**config.mk**
```make
export PLATFORM = sky130hd
export DESIGN_NAME = xml_node_text_entity_decoder_core
export DESIGN_NICKNAME = d
export VERILOG_FILES = /design/src/xntd_pkg.sv /design/src/xml_node_text_entity_decoder_core.sv /design/src/xntd_in_reg.sv /design/src/xntd_engine.sv /design/src/xntd_out_reg.sv
export VERILOG_INCLUDE_DIRS = /design/src /design/src/src
export SDC_FILE = /design/constraint.sdc
export NUM_CORES = 1
export LEC_CHECK = 0
export BUFFER_PORTS_ARGS = -buffer_cell sky130_fd_sc_hd__buf_2
export CORE_AREA = 8 8 112 114
export DETAILED_ROUTE_END_ITERATION = 6
export DIE_AREA = 0 0 120 122
export HOLD_SLACK_MARGIN = 0.03
export PLACE_DENSITY = 0.58
export SLEW_MARGIN = 20
export SYNTH_ARGS = -nofsm -noshare
export SYNTH_HDL_FRONTEND = slang
export SYNTH_SLANG_ARGS = --single-unit
```
**constraint.sdc**
```tcl
create_clock -name i_clk -period 4.1 [get_ports i_clk]
set_clock_uncertainty 0.05 [all_clocks]
set_input_delay 0.205 -clock i_clk [delete_from_list [all_inputs] [get_ports i_clk]]
set_output_delay 0.205 -clock i_clk [all_outputs]
set_load 0.02 [all_outputs]
```
**src/xml_node_text_entity_decoder_core_macros.svh**
```systemverilog
// Assertion macros for the XML element text decoder.
// Used by the top level only; expects i_clk and i_rst_n in scope.
`ifndef XML_NODE_TEXT_ENTITY_DECODER_CORE_MACROS_SVH
`define XML_NODE_TEXT_ENTITY_DECODER_CORE_MACROS_SVH

`define XNTD_ASSERT_IMPL(lbl, ante, cons) \
    lbl: assert property (@(posedge i_clk) disable iff (!i_rst_n) (ante) |-> (cons)) \
        else $error("xntd: same-cycle check failed");

`define XNTD_ASSERT_NEXT(lbl, ante, cons) \
    lbl: assert property (@(posedge i_clk) disable iff (!i_rst_n) (ante) |=> (cons)) \
        else $error("xntd: next-cycle check failed");

`endif

```
**src/xntd_pkg.sv**
```systemverilog
// Shared types, codes and entity tables for the XML element text decoder.
// No dependencies.
package xntd_pkg;

    typedef enum logic [3:0] {
        PH_START = 4'b0001,
        PH_TAG   = 4'b0010,
        PH_TEXT  = 4'b0100,
        PH_DONE  = 4'b1000
    } t_phase;

    typedef enum logic [2:0] {
        ST_OK       = 3'd0,
        ST_NOTELEM  = 3'd1,
        ST_MISORDER = 3'd2,
        ST_UNTERM   = 3'd3,
        ST_OVERFLOW = 3'd4
    } t_status;

    typedef logic [3:0] t_ent;

    localparam t_ent ENT_NONE = 4'd0;
    localparam t_ent ENT_A1   = 4'd1;
    localparam t_ent ENT_L    = 4'd2;
    localparam t_ent ENT_LT   = 4'd3;
    localparam t_ent ENT_G    = 4'd4;
    localparam t_ent ENT_GT   = 4'd5;
    localparam t_ent ENT_A    = 4'd6;
    localparam t_ent ENT_AM   = 4'd7;
    localparam t_ent ENT_AMP  = 4'd8;

    localparam logic [7:0] CH_LT   = 8'h3C;
    localparam logic [7:0] CH_GT   = 8'h3E;
    localparam logic [7:0] CH_AMP  = 8'h26;
    localparam logic [7:0] CH_SEMI = 8'h3B;
    localparam logic [7:0] CH_L    = 8'h6C;
    localparam logic [7:0] CH_G    = 8'h67;
    localparam logic [7:0] CH_A    = 8'h61;
    localparam logic [7:0] CH_T    = 8'h74;
    localparam logic [7:0] CH_M    = 8'h6D;
    localparam logic [7:0] CH_P    = 8'h70;

    typedef struct packed {
        logic       valid;
        logic [7:0] out_byte;
        logic       is_status;
        t_status    status;
        logic       last;
    } t_result;

    function automatic t_ent ent_advance(input t_ent em, input logic [7:0] c);
        t_ent nx;
        nx = ENT_NONE;
        case (em)
            ENT_A1: begin
                if (c == CH_L) nx = ENT_L;
                else if (c == CH_G) nx = ENT_G;
                else if (c == CH_A) nx = ENT_A;
            end
            ENT_L:   if (c == CH_T) nx = ENT_LT;
            ENT_G:   if (c == CH_T) nx = ENT_GT;
            ENT_A:   if (c == CH_M) nx = ENT_AM;
            ENT_AM:  if (c == CH_P) nx = ENT_AMP;
            default: nx = ENT_NONE;
        endcase
        return nx;
    endfunction

    function automatic logic ent_complete(input t_ent em, input logic [7:0] c);
        return (c == CH_SEMI) && ((em == ENT_LT) || (em == ENT_GT) || (em == ENT_AMP));
    endfunction

    function automatic logic [7:0] ent_char(input t_ent em);
        logic [7:0] b;
        case (em)
            ENT_LT:  b = CH_LT;
            ENT_GT:  b = CH_GT;
            default: b = CH_AMP;
        endcase
        return b;
    endfunction

    function automatic logic [2:0] prefix_len(input t_ent em);
        logic [2:0] n;
        case (em) inside
            ENT_A1:                         n = 3'd1;
            ENT_L, ENT_G, ENT_A:            n = 3'd2;
            ENT_LT, ENT_GT, ENT_AM:         n = 3'd3;
            ENT_AMP:                        n = 3'd4;
            default:                        n = 3'd0;
        endcase
        return n;
    endfunction

    function automatic logic [7:0] prefix_byte(input t_ent em, input logic [2:0] k);
        logic [7:0] b;
        b = CH_AMP;
        case (k)
            3'd1: begin
                case (em) inside
                    ENT_L, ENT_LT: b = CH_L;
                    ENT_G, ENT_GT: b = CH_G;
                    default:       b = CH_A;
                endcase
            end
            3'd2:    b = ((em == ENT_AM) || (em == ENT_AMP)) ? CH_M : CH_T;
            3'd3:    b = CH_P;
            default: b = CH_AMP;
        endcase
        return b;
    endfunction

endpackage

```
**src/xml_node_text_entity_decoder_core.sv**
```systemverilog
// Top level of the XML element text decoder: input register, engine, output register.
// Depends on xntd_pkg, xntd_in_reg, xntd_engine, xntd_out_reg and the macros header.
//
// Takes one string byte per cycle unless stalled and delivers one result per cycle
// while i_out_stall is low. A byte goes from the input register via the engine to the
// output register; a failed partial entity is flushed raw one byte per cycle while the
// output is free and the byte that broke it waits. The output register stalls the engine
// only while its result is not taken. The buffer_size register is written through its own
// channel, which is always ready, and should be written only between strings.
`include "xml_node_text_entity_decoder_core_macros.svh"

module xml_node_text_entity_decoder_core (
    input  logic        i_clk,
    input  logic        i_rst_n,
    input  logic        i_cfg_valid,
    output logic        o_cfg_ready,
    input  logic [15:0] i_cfg_data,
    input  logic        i_in_valid,
    output logic        o_in_stall,
    input  logic [7:0]  i_in_byte,
    input  logic        i_in_last,
    output logic        o_out_valid,
    input  logic        i_out_stall,
    output logic [7:0]  o_out_byte,
    output logic        o_is_status,
    output logic [2:0]  o_status,
    output logic        o_last
);

    logic [15:0]       r_buffer_size;
    logic              consume;
    logic              in_valid_q;
    logic [7:0]        in_byte_q;
    logic              in_last_q;
    logic              out_free;
    xntd_pkg::t_result res;

    assign o_cfg_ready = 1'b1;

    always_ff @(posedge i_clk) begin
        if (!i_rst_n) begin
            r_buffer_size <= 16'd2048;
        end else if (i_cfg_valid && o_cfg_ready) begin
            r_buffer_size <= i_cfg_data;
        end
    end

    xntd_in_reg u_in_reg (
        .i_clk      (i_clk),
        .i_rst_n    (i_rst_n),
        .i_in_valid (i_in_valid),
        .o_in_stall (o_in_stall),
        .i_in_byte  (i_in_byte),
        .i_in_last  (i_in_last),
        .i_consume  (consume),
        .o_valid    (in_valid_q),
        .o_byte     (in_byte_q),
        .o_last     (in_last_q)
    );

    xntd_engine u_engine (
        .i_clk         (i_clk),
        .i_rst_n       (i_rst_n),
        .i_valid       (in_valid_q),
        .i_byte        (in_byte_q),
        .i_last        (in_last_q),
        .i_buffer_size (r_buffer_size),
        .i_out_free    (out_free),
        .o_consume     (consume),
        .o_res         (res)
    );

    xntd_out_reg u_out_reg (
        .i_clk       (i_clk),
        .i_rst_n     (i_rst_n),
        .i_load      (in_valid_q && res.valid),
        .i_res       (res),
        .o_free      (out_free),
        .o_out_valid (o_out_valid),
        .i_out_stall (i_out_stall),
        .o_out_byte  (o_out_byte),
        .o_is_status (o_is_status),
        .o_status    (o_status),
        .o_last      (o_last)
    );

    // An input held back while the output side is free means a flushed byte is on its way.
    `XNTD_ASSERT_NEXT(a_flush_gives_result, o_in_stall && !i_out_stall, o_out_valid)
    `XNTD_ASSERT_IMPL(a_status_fields, o_out_valid && o_is_status, o_last && (o_out_byte == 8'd0))
    `XNTD_ASSERT_IMPL(a_data_fields, o_out_valid && !o_is_status, !o_last && (o_status == 3'd0))

endmodule

```
**src/xntd_in_reg.sv**
```systemverilog
// Input register of the XML element text decoder.
// Holds one accepted byte until the engine has finished with it; no dependencies.
module xntd_in_reg (
    input  logic       i_clk,
    input  logic       i_rst_n,
    input  logic       i_in_valid,
    output logic       o_in_stall,
    input  logic [7:0] i_in_byte,
    input  logic       i_in_last,
    input  logic       i_consume,
    output logic       o_valid,
    output logic [7:0] o_byte,
    output logic       o_last
);

    logic       r_valid;
    logic [7:0] r_byte;
    logic       r_last;

    assign o_in_stall = r_valid && !i_consume;

    always_ff @(posedge i_clk) begin
        if (!i_rst_n) begin
            r_valid <= 1'b0;
        end else if (!o_in_stall) begin
            r_valid <= i_in_valid;
        end
    end

    always_ff @(posedge i_clk) begin
        if (i_in_valid && !o_in_stall) begin
            r_byte <= i_in_byte;
            r_last <= i_in_last;
        end
    end

    assign o_valid = r_valid;
    assign o_byte  = r_byte;
    assign o_last  = r_last;

endmodule

```
**src/xntd_engine.sv**
```systemverilog
// Decoding engine: string state, entity matcher and flush counter.
// Produces at most one result per cycle; depends on xntd_pkg.
module xntd_engine (
    input  logic             i_clk,
    input  logic             i_rst_n,
    input  logic             i_valid,
    input  logic [7:0]       i_byte,
    input  logic             i_last,
    input  logic [15:0]      i_buffer_size,
    input  logic             i_out_free,
    output logic             o_consume,
    output xntd_pkg::t_result o_res
);

    xntd_pkg::t_phase  r_phase, n_phase;
    xntd_pkg::t_ent    r_em, n_em;
    logic [15:0]       r_cnt, n_cnt;
    logic [2:0]        r_sub, n_sub;

    xntd_pkg::t_ent    nx;
    logic              ent_done;
    logic              item_done;
    logic              do_emit;
    logic              do_fin;
    logic [7:0]        emit_b;
    xntd_pkg::t_status fin_code;
    logic              ovf;
    logic              fire;

    assign nx       = xntd_pkg::ent_advance(r_em, i_byte);
    assign ent_done = xntd_pkg::ent_complete(r_em, i_byte);
    assign ovf      = (i_buffer_size == 16'd0) || (r_cnt >= (i_buffer_size - 16'd1));
    assign fire     = i_valid && i_out_free;

    always_comb begin
        n_phase   = r_phase;
        n_em      = r_em;
        n_cnt     = r_cnt;
        n_sub     = 3'd0;
        item_done = 1'b1;
        do_emit   = 1'b0;
        do_fin    = 1'b0;
        emit_b    = i_byte;
        fin_code  = xntd_pkg::ST_OK;
        o_res     = '0;

        unique case (r_phase)
            xntd_pkg::PH_START: begin
                n_cnt = 16'd0;
                n_em  = xntd_pkg::ENT_NONE;
                if (i_buffer_size == 16'd0) begin
                    do_fin   = 1'b1;
                    fin_code = xntd_pkg::ST_OVERFLOW;
                end else if (i_byte != xntd_pkg::CH_LT) begin
                    do_fin   = 1'b1;
                    fin_code = xntd_pkg::ST_NOTELEM;
                end else if (i_last) begin
                    do_fin   = 1'b1;
                    fin_code = xntd_pkg::ST_UNTERM;
                end else begin
                    n_phase = xntd_pkg::PH_TAG;
                end
            end
            xntd_pkg::PH_TAG: begin
                if (i_byte == xntd_pkg::CH_LT) begin
                    do_fin   = 1'b1;
                    fin_code = xntd_pkg::ST_MISORDER;
                end else if (i_last) begin
                    do_fin   = 1'b1;
                    fin_code = xntd_pkg::ST_UNTERM;
                end else if (i_byte == xntd_pkg::CH_GT) begin
                    n_phase = xntd_pkg::PH_TEXT;
                end
            end
            xntd_pkg::PH_TEXT: begin
                if (i_byte != xntd_pkg::CH_LT && i_last) begin
                    do_fin   = 1'b1;
                    fin_code = xntd_pkg::ST_UNTERM;
                end else if (r_em != xntd_pkg::ENT_NONE && nx != xntd_pkg::ENT_NONE) begin
                    n_em = nx;
                end else if (r_em != xntd_pkg::ENT_NONE && ent_done) begin
                    n_em    = xntd_pkg::ENT_NONE;
                    do_emit = 1'b1;
                    emit_b  = xntd_pkg::ent_char(r_em);
                end else if (r_sub < xntd_pkg::prefix_len(r_em)) begin
                    do_emit   = 1'b1;
                    emit_b    = xntd_pkg::prefix_byte(r_em, r_sub);
                    item_done = 1'b0;
                    n_sub     = r_sub + 3'd1;
                end else begin
                    n_em = xntd_pkg::ENT_NONE;
                    if (i_byte == xntd_pkg::CH_LT) begin
                        do_fin   = 1'b1;
                        fin_code = xntd_pkg::ST_OK;
                    end else if (i_byte == xntd_pkg::CH_AMP) begin
                        n_em = xntd_pkg::ENT_A1;
                    end else begin
                        do_emit = 1'b1;
                    end
                end
            end
            xntd_pkg::PH_DONE: begin
                if (i_last) n_phase = xntd_pkg::PH_START;
            end
            default: begin
                n_phase = xntd_pkg::PH_START;
            end
        endcase

        if (do_emit) begin
            if (ovf) begin
                do_fin    = 1'b1;
                fin_code  = xntd_pkg::ST_OVERFLOW;
                item_done = 1'b1;
                n_sub     = 3'd0;
            end else begin
                o_res.valid    = 1'b1;
                o_res.out_byte = emit_b;
                n_cnt          = r_cnt + 16'd1;
            end
        end

        if (do_fin) begin
            o_res.valid     = 1'b1;
            o_res.out_byte  = 8'd0;
            o_res.is_status = 1'b1;
            o_res.status    = fin_code;
            o_res.last      = 1'b1;
            n_em            = xntd_pkg::ENT_NONE;
            n_phase         = i_last ? xntd_pkg::PH_START : xntd_pkg::PH_DONE;
        end
    end

    assign o_consume = fire && item_done;

    always_ff @(posedge i_clk) begin
        if (!i_rst_n) begin
            r_phase <= xntd_pkg::PH_START;
            r_em    <= xntd_pkg::ENT_NONE;
            r_cnt   <= 16'd0;
            r_sub   <= 3'd0;
        end else if (fire) begin
            r_phase <= n_phase;
            r_em    <= n_em;
            r_cnt   <= n_cnt;
            r_sub   <= n_sub;
        end
    end

endmodule

```
**src/xntd_out_reg.sv**
```systemverilog
// Output register of the XML element text decoder.
// Holds one result until the consumer takes it; depends on xntd_pkg.
module xntd_out_reg (
    input  logic              i_clk,
    input  logic              i_rst_n,
    input  logic              i_load,
    input  xntd_pkg::t_result i_res,
    output logic              o_free,
    output logic              o_out_valid,
    input  logic              i_out_stall,
    output logic [7:0]        o_out_byte,
    output logic              o_is_status,
    output logic [2:0]        o_status,
    output logic              o_last
);

    logic              r_valid;
    xntd_pkg::t_result r_res;

    assign o_free = !r_valid || !i_out_stall;

    always_ff @(posedge i_clk) begin
        if (!i_rst_n) begin
            r_valid <= 1'b0;
        end else if (o_free) begin
            r_valid <= i_load;
        end
    end

    always_ff @(posedge i_clk) begin
        if (o_free && i_load) begin
            r_res <= i_res;
        end
    end

    assign o_out_valid = r_valid;
    assign o_out_byte  = r_res.out_byte;
    assign o_is_status = r_res.is_status;
    assign o_status    = r_res.status;
    assign o_last      = r_res.last;

endmodule

```
==> results.sh <==
export IMPL_status="complete, no violations"
export IMPL_grt_pass1_vias=3641
export IMPL_ir_worst_vdd_uv=204
export IMPL_hold_violations=0
export IMPL_cts_tree="done"
export IMPL_cts_root_buf="clkbuf_8"
export IMPL_dp_slack_ns=-0.0427
export IMPL_arrival_ns=4.15
export IMPL_die_y_um=122
export IMPL_drc_errors=0
export IMPL_synth_area_leaders="dfxtp_1, edfxtp_1, ha_1, nor2_1, mux2i_1"
export IMPL_num_nets_final=592
export IMPL_worst_pin_slew_ns=0.729
export IMPL_p_comb_share_pct=16.0
export IMPL_synth_seq_cells=66
export IMPL_area_growth_synth_to_final_pct=20.8
export IMPL_rsz0062_at_grt="false"
export IMPL_final_setup_viol_count=0
export IMPL_p_int_mw=1.07
export IMPL_end_kind="flip-flop"
export IMPL_synthCells=467
export IMPL_power_frac_clock_pct=34.9
export IMPL_synthesis_area_sq_mm=0.00424
export IMPL_swShare_pct=28.0
export IMPL_synth_seq_area_share_pct=36.1
export IMPL_syn_avg_cell_area_sq_um=9.08
export IMPL_ios=46
export IMPL_place_hpwl_mm=8.24
export IMPL_layout_drive_gt1_share_pct=22.5
export IMPL_fin_crit_sh_pct=95.3
export IMPL_crit_required_ns=4.35
export IMPL_dieArea_sq_mm=0.0146
export IMPL_cts_buffer_depth=2
export IMPL_max_stage_delay_ns=0.48
export IMPL_routed_wl_mm=11.0
export IMPL_cap_violations=0
export IMPL_hold_path_class="in2reg"
export IMPL_fin_ws_ns=0.194
export IMPL_yosys_warnings=0
export IMPL_synth_net_count=521
export IMPL_routedWlPerCell_um=16.2
export IMPL_drt_iter0_drc=297
export IMPL_place_area_sq_mm=0.00468
export IMPL_rows=38
export IMPL_timing_hold_ws_ns=0.0446
export IMPL_critPathLaunchType="flip-flop"
export IMPL_synth_async_reset_ratio_pct=0
export IMPL_grt_start_max_net_pins=25
export IMPL_initial_core_util_pct=39.6
export IMPL_core_region_area_sq_mm=0.0107
export IMPL_max_freq_mhz=256
export IMPL_yosys_area_top_type_share_pct=21.3
export IMPL_synth_edf_count=21
export IMPL_pwr_share_seq_pct=49.1
export IMPL_clk_pin_slew_ns=0.08
export IMPL_clk_latency_ns=0.35
export IMPL_htree_num_levels=3
export IMPL_finalMaxSlewViolations=0
export IMPL_first_pass_iters=4
export IMPL_min_period_ns=3.91
export IMPL_viasPerCell=5.57
export IMPL_antenna_cells=0
export IMPL_p_total_mw=1.49
export IMPL_cp_slowest_cell="or4b_4"
export IMPL_crit_chain="inv_1, ha_2, or4b_4, buf_4, o41a_1, nor2_1, ha_1, nand4_1, nor3_1, a211o_1, a221oi_2, buf_4, buf_4, nand4_4, or2_4, buf_4, nor3b_2, a211o_1"
export IMPL_routabilityCongestion=0.855
export IMPL_synth_ff_type="dfxtp_1"
export IMPL_crit_fanout=9
export IMPL_antenna_left=0
export IMPL_worstSetupPathType="reg2reg"
export IMPL_synth_cell_types=72
export IMPL_grt_overflow=0
export IMPL_fin_area_sq_mm=0.00512
export IMPL_relSlewSlack_pct=51.0
export IMPL_clkSinkCount=66
export IMPL_cellPowerDensity_mw_per_mm2=291
export IMPL_grt_use_total_pct=15.3
export IMPL_p_leak_nw=2.15
export IMPL_vias=3801
export IMPL_synth_top_area_cell="dfxtp_1"
export IMPL_grt_antenna_before_repair=0
export IMPL_path_common_cell="buf_4"
export IMPL_fill_cells=1026
export IMPL_numCtsBuffers=9
export IMPL_die_w_um=120
export IMPL_portBuffers=44
export IMPL_power_switching_mw=0.417
export IMPL_grt_first_pass_wirelength_mm=18.0
## final cells by class
cell class	instances	area [sq um]	share of cell area (%)
Multi-Input combinational cell	361	2610	50.9
Tap cell	140	175	3.42
Timing Repair Buffer	84	567	11.1
Clock inverter	2	10.0	0.195
Clock buffer	13	170	3.32
Inverter	16	60.1	1.17
Sequential cell	66	1530	29.9
## layout by cell type, fill, tap and decap left out, types with 5 or more instances in the layout
master / n
nor2_1: 50
dfxtp_1: 45
buf_2: 43
nand2_1: 33
a21oi_1: 27
buf_4: 24
ha_1: 23
edfxtp_1: 21
nor3b_1: 16
mux2i_1: 16
dlygate4sd3_1: 16
inv_1: 15
nand3_1: 14
a211o_1: 13
and3_1: 12
o21ai_0: 11
nor3_1: 11
clkbuf_8: 10
xnor2_1: 9
a31oi_1: 8
a21o_1: 7
xor2_1: 6
nor3_2: 6
nor4b_1: 5
nor4_1: 5
## state kept, by name, summed over array words and instances (netlist names)
signal	flops
r_buffer_size	16
u_engine.r_cnt	16
u_in_reg.o_byte	8
u_out_reg.o_out_byte	8
u_engine.r_em	4
u_engine.r_phase	4
u_engine.r_sub	3
u_out_reg.o_status	3
u_in_reg.o_last	1
u_in_reg.o_valid	1
u_out_reg.o_last	1
u_out_reg.o_out_valid	1
## through the flow
step / utilization [%] / std cells / TNS (ns)
3_3_place_gp: 43.8 / 648 / 0
5_1_grt: 47.9 / 682 / 0
2_1_floorplan: - / 467 / 0
3_5_place_dp: 43.8 / 648 / -0.389
4_1_cts: 47.4 / 681 / 0
6_report: 47.9 / 682 / 0
## power groups by stage
| stage | logic, mW | registers (mW) | clock network, mW |
|---|---|---|---|
| after floorplan | 0.143 | 0.743 | 0 |
| after global placement | 0.212 | 0.744 | 0 |
| after detailed placement | 0.217 | 0.745 | 0 |
| after CTS | 0.233 | 0.731 | 0.537 |
| after global routing | 0.263 | 0.735 | 0.560 |
| final | 0.238 | 0.732 | 0.521 |
## synth_stat cells, drive strengths merged, types with 7 or more instances
cell type  instances
a211o             13
a21o               7
a21oi             27
a31oi              8
and3              12
buf               11
clkbuf            13
dfxtp             45
edfxtp            21
ha                24
inv               16
mux2i             16
nand2             34
nand3             16
nor2              52
nor3              17
nor3b             22
nor4              10
o21ai             14
xnor2              9
## kinds of logic (layout without fill, tap and decap cells)
family | count (synthesis) | in the layout | synth area share, %
and+or+nand+nor | 207 | 207 | 29.5
AOI/OAI and AO/OA | 98 | 98 | 16.1
DFF | 66 | 66 | 36.1
buffers and inverters | 40 | 115 | 4.28
adders and majority gates | 24 | 24 | 7.08
muxes | 16 | 16 | 3.78
xor gates and xnor gates | 15 | 15 | 3.10
other | 1 | 1 | 0.0885
## worst paths after layout
kind                                                     start                         endpoint  slack, ns  cells past startpoint
worst min-delay path                             i_cfg_data[9]    r_buffer_size[9]$_SDFFE_PN0P_       0.04                      3
worst max register to register   r_buffer_size[1]$_SDFFE_PN0P_  u_engine.r_cnt[10]$_SDFFE_PN0P_       0.19                     18
worst max-delay path             r_buffer_size[1]$_SDFFE_PN0P_  u_engine.r_cnt[10]$_SDFFE_PN0P_       0.19                     18
worst min register to register  u_engine.r_sub[1]$_SDFFE_PN0P_   u_engine.r_sub[1]$_SDFFE_PN0P_       0.47                      2
## critical path, delay by kind of cell, from the launching register on
| kind | cells | cell delay, ns |
|---|---|---|
| AO/OA/AOI/OAI | 4 | 0.95 |
| flip-flops | 1 | 0.34 |
| buffers and inverters | 5 | 0.71 |
| AND/OR/NAND/NOR | 7 | 1.37 |
| adder cells (fa/ha/maj) | 2 | 0.43 |
## what timing repair did
action / 4_1_cts / 5_1_grt
buffers inserted: 2 / 1
endpoints found under the hold margin: 16 / 0
hold buffers: 16 / 0
pin swaps: 2 / 4
resized for setup: 10 / 10
setup endpoints to repair: 16 / 32
## routing by layer
layer	vias to the layer above	GRT usage, %	routed length [um]
li1	1882	-	-
met1	1798	19.1	4910
met2	107	25.7	5390
met3	14	3.19	563
met4	0	5.39	169
met5	-	0	0
No activity file was read; power rests on OpenSTA's default activity.
